$ cat src/design/front_panel_step_trap_controller_defines.svh
// ----------------------------------------------------------------------------
// Front-panel step and trap controller: assertion macros
// Shared macros for the concurrent checks in the controller RTL.
// ----------------------------------------------------------------------------
`ifndef FRONT_PANEL_STEP_TRAP_CONTROLLER_DEFINES_SVH
`define FRONT_PANEL_STEP_TRAP_CONTROLLER_DEFINES_SVH

// Same-cycle implication, checked on every rising clock edge outside reset.
`define FPSTC_ASSERT_NOW(label, ante, cons, msg) \
	label: assert property (@(posedge clk) disable iff (!arst_n) (ante) |-> (cons)) \
		else $error(msg);

// Next-cycle implication, checked on every rising clock edge outside reset.
`define FPSTC_ASSERT_NEXT(label, ante, cons, msg) \
	label: assert property (@(posedge clk) disable iff (!arst_n) (ante) |=> (cons)) \
		else $error(msg);

`endif

$ cat src/design/fpstc_pkg.sv
// ----------------------------------------------------------------------------
// Front-panel step and trap controller: package
// Event codes, line action codes and the transaction payload types.
// ----------------------------------------------------------------------------
`default_nettype none

package fpstc_pkg;

	// Width of the address fields on the ports.
	localparam int AddrW = 14;
	// Number of address bits that take part in capture and trap compare.
	localparam int AddressBits = 14;
	localparam logic [AddrW-1:0] AddrMask = AddrW'((64'd1 << AddressBits) - 64'd1);

	// Configuration register indexes.
	localparam logic [1:0] CFG_START_AUTOMATIC = 2'd0;
	localparam logic [1:0] CFG_SWITCH_VALUE    = 2'd1;
	localparam logic [1:0] CFG_TRAP_ADDRESS    = 2'd2;

	// Event codes.
	typedef enum logic [3:0] {
		OP_POWER   = 4'd0,
		OP_AUTO    = 4'd1,
		OP_STEP    = 4'd2,
		OP_TRAP    = 4'd3,
		OP_INSTR   = 4'd4,
		OP_CYCLE   = 4'd5,
		OP_SUBST   = 4'd6,
		OP_ADVANCE = 4'd7,
		OP_SYNC    = 4'd8,
		OP_CLOCK   = 4'd9,
		OP_SUB     = 4'd10,
		OP_ACK     = 4'd11,
		OP_IRQ     = 4'd12
	} op_t;

	// Ready and substitute line actions.
	localparam logic [1:0] LINE_KEEP = 2'd0;
	localparam logic [1:0] LINE_LOW  = 2'd1;
	localparam logic [1:0] LINE_HIGH = 2'd2;

	// Data bus actions.
	localparam logic [1:0] BUS_NONE    = 2'd0;
	localparam logic [1:0] BUS_DRIVE   = 2'd1;
	localparam logic [1:0] BUS_RELEASE = 2'd2;

	// Interrupt line actions.
	localparam logic [1:0] INT_KEEP    = 2'd0;
	localparam logic [1:0] INT_CLAIM   = 2'd1;
	localparam logic [1:0] INT_RELEASE = 2'd2;

	// Run mode codes.
	localparam logic [1:0] MODE_NONE = 2'd0;
	localparam logic [1:0] MODE_AUTO = 2'd1;
	localparam logic [1:0] MODE_STEP = 2'd2;

	// Cycle type on the bus; the captured kind is this code plus one.
	localparam logic [1:0] CTYPE_FETCH = 2'd0;

	typedef struct packed {
		logic [3:0]       opcode;
		logic             rising;
		logic [1:0]       cycle_type;
		logic             t2_high;
		logic             sync_high;
		logic             t3prime_high;
		logic [AddrW-1:0] bus_address;
		logic [7:0]       bus_data;
		logic             wait_high;
		logic             stop_high;
		logic             sub_high;
		logic             init_high;
	} in_item_t;

	typedef struct packed {
		logic [1:0]       ready_action;
		logic [1:0]       bus_action;
		logic [7:0]       bus_value;
		logic [1:0]       sub_action;
		logic [1:0]       init_action;
		logic [1:0]       run_mode;
		logic [2:0]       panel_flags;
		logic [1:0]       cpu_flags;
		logic [2:0]       cycle_kind;
		logic [AddrW-1:0] captured_address;
		logic [7:0]       captured_data;
	} out_item_t;

endpackage

`default_nettype wire

$ cat src/design/front_panel_step_trap_controller.sv
// ----------------------------------------------------------------------------
// Front-panel step and trap controller
// Keeps run mode, step granularity, trap and substitution state for an 8-bit
// processor bus and answers each bus or panel event with line actions.
//
// Usage:
// - The in channel carries one event per transaction with the bus levels
//   sampled at that moment; the out channel returns exactly one result
//   transaction per event, in order.
// - The cfg channel writes start_automatic (0), switch_value (1) and
//   trap_address (2); other indexes are ignored. cfg_ready is always high.
// - The result of an event accepted at one edge is valid after that edge.
//   Throughput is one event per cycle while the receiver takes results, set
//   by the single result register; the state update for an event completes
//   at the edge that accepts it, so the next event may follow directly.
// - If the receiver stalls, the result register holds its transaction and
//   in_ready stays high only while that register is being emptied.
// - Reset clears all panel state, the configuration registers and out_valid.
// ----------------------------------------------------------------------------
`default_nettype none

`include "front_panel_step_trap_controller_defines.svh"

module front_panel_step_trap_controller
	import fpstc_pkg::*;
(
	input  wire logic             clk,
	input  wire logic             arst_n,
	input  wire logic             in_valid,
	output logic                  in_ready,
	input  wire in_item_t         in_data,
	output logic                  out_valid,
	input  wire logic             out_ready,
	output out_item_t             out_data,
	input  wire logic             cfg_valid,
	output logic                  cfg_ready,
	input  wire logic [1:0]       cfg_index,
	input  wire logic [AddrW-1:0] cfg_data
);

	// Configuration registers.
	logic             start_automatic_q;
	logic [7:0]       switch_value_q;
	logic [AddrW-1:0] trap_address_q;

	// Panel state.
	logic             auto_run_q, step_run_q, trap_on_q, by_cycle_q, subst_on_q;
	logic             release_pending_q, irq_pending_q;
	logic [1:0]       cpu_status_q;
	logic [2:0]       last_cycle_q;
	logic [AddrW-1:0] held_address_q;
	logic [7:0]       held_data_q;

	// Next state.
	logic             auto_run_d, step_run_d, trap_on_d, by_cycle_d, subst_on_d;
	logic             release_pending_d, irq_pending_d;
	logic [1:0]       cpu_status_d;
	logic [2:0]       last_cycle_d;
	logic [AddrW-1:0] held_address_d;
	logic [7:0]       held_data_d;

	// Result register.
	logic      out_valid_q;
	out_item_t out_data_q;
	out_item_t result;

	logic             in_fire, cfg_fire;
	logic [AddrW-1:0] addr_m;
	logic             fetch;
	logic [1:0]       ready_act, bus_act, sub_act, init_act;
	logic [7:0]       bus_val;

	assign in_ready  = !out_valid_q || out_ready;
	assign in_fire   = in_valid && in_ready;
	assign cfg_ready = 1'b1;
	assign cfg_fire  = cfg_valid;
	assign out_valid = out_valid_q;
	assign out_data  = out_data_q;

	assign addr_m = in_data.bus_address & AddrMask;
	assign fetch  = (in_data.cycle_type == CTYPE_FETCH);

	// Event decode: next panel state and the line actions for this event.
	always_comb begin
		auto_run_d        = auto_run_q;
		step_run_d        = step_run_q;
		trap_on_d         = trap_on_q;
		by_cycle_d        = by_cycle_q;
		subst_on_d        = subst_on_q;
		release_pending_d = release_pending_q;
		irq_pending_d     = irq_pending_q;
		cpu_status_d      = cpu_status_q;
		last_cycle_d      = last_cycle_q;
		held_address_d    = held_address_q;
		held_data_d       = held_data_q;
		ready_act         = LINE_KEEP;
		bus_act           = BUS_NONE;
		bus_val           = 8'd0;
		sub_act           = LINE_KEEP;
		init_act          = INT_KEEP;

		unique case (in_data.opcode)
			OP_POWER: begin
				if (in_data.rising) begin
					if (start_automatic_q) begin
						auto_run_d = 1'b1;
						step_run_d = 1'b0;
						ready_act  = LINE_HIGH;
					end else begin
						auto_run_d = 1'b0;
						step_run_d = 1'b1;
					end
				end
			end
			OP_AUTO: begin
				auto_run_d = 1'b1;
				step_run_d = 1'b0;
				ready_act  = LINE_HIGH;
			end
			OP_STEP: begin
				auto_run_d = 1'b0;
				step_run_d = 1'b1;
			end
			OP_TRAP:  trap_on_d  = !trap_on_q;
			OP_INSTR: by_cycle_d = 1'b0;
			OP_CYCLE: by_cycle_d = 1'b1;
			OP_SUBST: begin
				subst_on_d = !subst_on_q;
				// Turning substitution off while the line is held asks for a release.
				if (in_data.sub_high) begin
					release_pending_d = subst_on_q;
				end
			end
			OP_ADVANCE: begin
				if (step_run_q) begin
					ready_act = LINE_HIGH;
				end
			end
			OP_SYNC: begin
				cpu_status_d = {in_data.stop_high, in_data.wait_high};
				if (!in_data.rising) begin
					if (release_pending_q) begin
						bus_act           = BUS_RELEASE;
						release_pending_d = 1'b0;
					end else if (in_data.sub_high) begin
						bus_act = BUS_DRIVE;
						bus_val = switch_value_q;
					end
					sub_act = subst_on_q ? LINE_HIGH : LINE_LOW;
				end
			end
			OP_CLOCK: begin
				if (!in_data.rising) begin
					// Address phase: capture the cycle and decide on a stop.
					if (in_data.t2_high && !in_data.sync_high) begin
						last_cycle_d   = {1'b0, in_data.cycle_type} + 3'd1;
						held_address_d = addr_m;
						if (step_run_q) begin
							if (by_cycle_q || fetch) begin
								ready_act = LINE_LOW;
							end else begin
								ready_act = LINE_HIGH;
							end
						end else if (trap_on_q && fetch &&
								addr_m == (trap_address_q & AddrMask)) begin
							ready_act  = LINE_LOW;
							auto_run_d = 1'b0;
							step_run_d = 1'b1;
						end
					end
					if (in_data.t3prime_high) begin
						held_data_d = in_data.bus_data;
					end
				end else if (irq_pending_q) begin
					init_act      = INT_CLAIM;
					irq_pending_d = 1'b0;
				end
			end
			OP_SUB: begin
				if (in_data.rising) begin
					bus_act = BUS_DRIVE;
					bus_val = switch_value_q;
				end
			end
			OP_ACK: begin
				if (!in_data.rising && in_data.init_high) begin
					init_act = INT_RELEASE;
				end
			end
			OP_IRQ:  irq_pending_d = 1'b1;
			default: begin
			end
		endcase
	end

	// Result transaction: actions plus status after the update.
	always_comb begin
		result.ready_action     = ready_act;
		result.bus_action       = bus_act;
		result.bus_value        = bus_val;
		result.sub_action       = sub_act;
		result.init_action      = init_act;
		result.run_mode         = auto_run_d ? MODE_AUTO :
			(step_run_d ? MODE_STEP : MODE_NONE);
		result.panel_flags      = {subst_on_d, by_cycle_d, trap_on_d};
		result.cpu_flags        = cpu_status_d;
		result.cycle_kind       = last_cycle_d;
		result.captured_address = held_address_d;
		result.captured_data    = held_data_d;
	end

	// Configuration registers.
	always_ff @(posedge clk or negedge arst_n) begin
		if (!arst_n) begin
			start_automatic_q <= 1'b0;
			switch_value_q    <= 8'd0;
			trap_address_q    <= '0;
		end else if (cfg_fire) begin
			unique case (cfg_index)
				CFG_START_AUTOMATIC: start_automatic_q <= cfg_data[0];
				CFG_SWITCH_VALUE:    switch_value_q    <= cfg_data[7:0];
				CFG_TRAP_ADDRESS:    trap_address_q    <= cfg_data;
				default: begin
				end
			endcase
		end
	end

	// Panel state, updated at the edge that accepts an event.
	always_ff @(posedge clk or negedge arst_n) begin
		if (!arst_n) begin
			auto_run_q        <= 1'b0;
			step_run_q        <= 1'b0;
			trap_on_q         <= 1'b0;
			by_cycle_q        <= 1'b0;
			subst_on_q        <= 1'b0;
			release_pending_q <= 1'b0;
			irq_pending_q     <= 1'b0;
			cpu_status_q      <= 2'd0;
			last_cycle_q      <= 3'd0;
			held_address_q    <= '0;
			held_data_q       <= 8'd0;
		end else if (in_fire) begin
			auto_run_q        <= auto_run_d;
			step_run_q        <= step_run_d;
			trap_on_q         <= trap_on_d;
			by_cycle_q        <= by_cycle_d;
			subst_on_q        <= subst_on_d;
			release_pending_q <= release_pending_d;
			irq_pending_q     <= irq_pending_d;
			cpu_status_q      <= cpu_status_d;
			last_cycle_q      <= last_cycle_d;
			held_address_q    <= held_address_d;
			held_data_q       <= held_data_d;
		end
	end

	// Result register valid flag.
	always_ff @(posedge clk or negedge arst_n) begin
		if (!arst_n) begin
			out_valid_q <= 1'b0;
		end else if (in_ready) begin
			out_valid_q <= in_valid;
		end
	end

	// Result register payload.
	always_ff @(posedge clk) begin
		if (in_fire) begin
			out_data_q <= result;
		end
	end

	// Checks on the controller state and result register.
	`FPSTC_ASSERT_NOW(a_mode_exclusive, 1'b1, !(auto_run_q && step_run_q), "both run modes set")
	`FPSTC_ASSERT_NEXT(a_accept_gives_result, in_fire, out_valid_q, "accepted event gave no result")
	`FPSTC_ASSERT_NOW(a_bus_value_idle, out_valid_q && out_data_q.bus_action != BUS_DRIVE,
		out_data_q.bus_value == 8'd0, "bus value set without a drive action")
	`FPSTC_ASSERT_NEXT(a_irq_latched, in_fire && in_data.opcode == OP_IRQ, irq_pending_q,
		"interrupt request not latched")
	`FPSTC_ASSERT_NEXT(a_trap_cfg, cfg_fire && cfg_index == CFG_TRAP_ADDRESS,
		trap_address_q == $past(cfg_data), "trap address write lost")

endmodule

`default_nettype wire
$ cat config.mk
export PLATFORM = sky130hd
export DESIGN_NAME = front_panel_step_trap_controller
export DESIGN_NICKNAME = d
export VERILOG_FILES = /design/src/design/fpstc_pkg.sv /design/src/design/front_panel_step_trap_controller.sv
export VERILOG_INCLUDE_DIRS = /design/src /design/src/design
export SDC_FILE = /design/constraint.sdc
export NUM_CORES = 1
export LEC_CHECK = 0
export BUFFER_PORTS_ARGS = -buffer_cell sky130_fd_sc_hd__buf_2
export CELL_PAD_IN_SITES_DETAIL_PLACEMENT = 1
export CELL_PAD_IN_SITES_GLOBAL_PLACEMENT = 2
export CORE_ASPECT_RATIO = 1.25
export CORE_MARGIN = 2
export CORE_UTILIZATION = 37
export CTS_CLUSTER_SIZE = 40
export DETAILED_ROUTE_END_ITERATION = 6
export PLACE_DENSITY = 0.83
export SYNTH_ARGS = -nofsm -noshare
export SYNTH_HDL_FRONTEND = slang
export SYNTH_SLANG_ARGS = --single-unit
$ cat constraint.sdc
create_clock -name clk -period 3.7 [get_ports clk]
set_input_delay 0.37 -clock clk [delete_from_list [all_inputs] [get_ports clk]]
set_output_delay 0.37 -clock clk [all_outputs]
set_load 0.02 [all_outputs]
==> results.md <==
* Status: finished clean
* Final setup violation count at 0
* DR iter-0 viols at 83
* Place WS at 1.316 ns
* Clock transition at the registers of the reported paths at 0.07 ns
* Met3 GRT Util at 4.306%
* Fin util at 45.78%
* Critical path class: flop to flop
* Overall die area at 0.01334 sq mm
* Max clock buf depth at 2
* CP Capture Point: auto_run_q
* Number of max-cap violations at 0
* TritonCTS clock tree: yes
* FP Rows at 45
* Yosys warnings at 0
* Postcts setup bufs at 0
* Yosys cell types at 44
* Share of layout cells above drive strength 1 at 49.05%
* RR Startpoint: out_valid
* PostCTS Resize Cnt at 0
* Core ar. at 0.01216 sq mm
* Worst min-delay path class: primary input to async pin
* Io pins at 108
* WP data arrival at 2.31 ns
* Critical path capture point type: flop
* Fin. Hold Viols at 0
* GR peak layer: met2
* Initial cell density of the core at 37.82%
* Hpwl dp at 7443 um
* Final slew viol count at 0
* Routability cong. at 0.8006
* Yosys top cell area share at 31.56%
* WHS at 0.07695 ns
* Fillers at 1306
* Mapped Cells at 309
* Multi-input gate area at 0.001624 sq mm
* Total CTS buffers at 9
* Req. time, crit path at 3.93 ns
* Latest clock arrival within the worst-skew pair at 0.34 ns
* Design Area, Final at 0.005568 sq mm
* Nets@finish at 476
* Antenna viol nets, final at 0
* Reg2reg setup slack at 1.62 ns
* Slew of the pin with the lowest slew margin at 0.8478 ns
* RSZ-0062 raised after global routing: no
* Fin worst setup slack at 1.616 ns
* Final TNS setup at 0 ns
* Area after DPL at 0.005290 sq mm
* Routed WL at 10150 um
* DIE HEIGHT at 128.7 um
* Global route total overflow at 0
* Top cell type by total area after synthesis: dfrtp_1
* Mapped Area at 0.004599 sq mm
* Vias per inst at 4.898
* Area grow syn2layout at 21.06%
* Worst Setup SP: out_valid
* Number of antenna violations at the first check in global routing at 0
* Ant. Diodes at 0
* Clock Sinks at 106
* Static Leak at 2.501 nW
* Syn Nets at 368
* Met1 usage at 19.29%
* Gr usage total at 15.96%
* Reg2reg end: auto_run_q
* Area contributors post-synth: dfrtp_1, edfxtp_1, mux2_2, xnor2_1, mux2_4
* # hold bufs at CTS at 0
* Clock period minus worst slack at 2.084 ns
* Die width at 103.7 um
* Max FO, Critical Path at 32
* Yosys reg bits at 106
* Routed length per instance at 17.33 um
* # port buffers at 106
* H-Tree Depth at 3
* Maximum VDD drop at 0.2022 mV
* Via Count at 2870
* Drt pass-1 iters at 4
* M2 GR Usage at 28.20%
* Number of remaining DRC errors at 0
* Sequential share of the synthesized area at 62.89%
* Achievable Freq at 479.7 MHz
* Reg area at 0.002893 sq mm
* Worst Skew at 0.004312 ns
* Syn_area_per_cell at 14.88 sq um
* Tcrit/Tclk final at 56.34%
* Vias in the first global route at 3148
* Worst R2R Path Depth at 4
* Max-Slew Margin vs Limit at 43.04%
* PD cells at 502.4 mW/mm^2
* Largest net degree at the start of global routing at 33
* Root Driver: clkbuf_16
* First-pass GRT wire length at 16570 um
* Critical Path Source Type: flop
==> stage by stage <==
step	cells	power, W
floorplan	309	0.001764
global placement	570	0.001906
detailed placement	570	0.001929
CTS	586	0.002842
global route	586	0.002933
finish	586	0.002797
==> cell type report <==
| class | instances | share of cell area (%) |
|---|---|---|
| sequential | 106 | 51.95 |
| multi-input combinational | 187 | 29.17 |
| timing repair buffer | 109 | 9.933 |
| clock buffer | 14 | 4.742 |
| tap | 164 | 3.685 |
| inverter | 4 | 0.2697 |
| clock inverter | 2 | 0.2472 |
==> worst max-delay path: stages (launching register included) <==
cell and delay, ns:
dfrtp_1 0.38, nand2b_1 0.11, and2_2 0.70, buf_4 0.40, mux2_2 0.36
==> per-layer routing <==
metal	part of all wire (%)	wire (um)
met4	1.5	155
met2	52	5268
met5	0	0
met3	4.9	496
met1	42	4233
==> registers in the layout, indices dropped and copies added, names as in the netlist <==
signal and count:
auto_run_q 1, trap_on_q 1, by_cycle_q 1, held_data_q 8
irq_pending_q 1, held_address_q 14, subst_on_q 1, step_run_q 1
trap_address_q 14, out_data 48, cpu_status_q 2, release_pending_q 1
switch_value_q 8, last_cycle_q 3, out_valid 1, start_automatic_q 1
==> layout by cell type (no fill, tap or decap), types with 2 or more instances in the layout <==
cell type    n
buf_2      106
nand3b_1     2
xnor2_1     14
and3_1       2
nand2_1     13
mux2_4       8
xor2_1       4
nor2_1      10
clkbuf_8     2
inv_1        4
nor3_1       4
o21ai_0      7
buf_4        3
mux2_2      69
clkbuf_16    9
a21oi_1      7
nand2b_1     6
nand3_1      4
ha_1         2
and2_1      10
dfrtp_1     58
clkbuf_1     3
nand4_1      3
edfxtp_1    48
==> cell families (layout without fill, tap and decap cells) <==
logic type	Yosys count	count (layout)	synth area share [%]
xor gates and xnor gates	18	18	3.428
and+or+nand+nor	66	66	8.624
muxes	77	77	19.51
AOI/OAI and AO/OA	23	23	3.101
DFF	106	106	62.89
other	1	1	0.08153
adders and majority gates	2	2	0.5440
buffers and inverters	16	129	1.822
==> Yosys cell counts, drive strengths merged <==
cell and n:
a221oi 1, o211ai 1, nor4 2, o21ai 7, a31oi 1, inv 4
nand2 14, edfxtp 48, buf 4, nor2 10, nor3 4, or3b 1
a211oi 1, nor4b 1, conb 1, a41oi 1, nand4 3, o31ai 1
o32ai 1, or4 1, and3 2, nand3b 2, xor2 4, nand3 4
and2 11, or3 1, a31o 1, clkbuf 8, dfrtp 58, a21oi 8
mux2 77, nor3b 2, ha 2, nand2b 7, or4b 1, xnor2 14
==> worst min-delay path by stage <==
stage	start	end	slack (ns)	cells after the start
after floorplan	arst_n	auto_run_q	0.07	0
after global placement	arst_n	held_data_q[0]	0.44	1
after detailed placement	arst_n	held_data_q[0]	0.46	1
after CTS	arst_n	held_data_q[0]	0.09	1
after global routing	arst_n	held_data_q[6]	0.11	1
final	arst_n	held_data_q[4]	0.08	1
==> report_power, final <==
| part | switching [W] | leakage [nW] | internal (W) | total [W] |
|---|---|---|---|---|
| clock network | 0.000408 | 0.137 | 0.000495 | 0.000903 |
| logic | 0.000215 | 1.15 | 0.000198 | 0.000414 |
| registers | 0.0000885 | 1.21 | 0.00139 | 0.00148 |
Note: power is estimated with default switching activity, not from simulation.
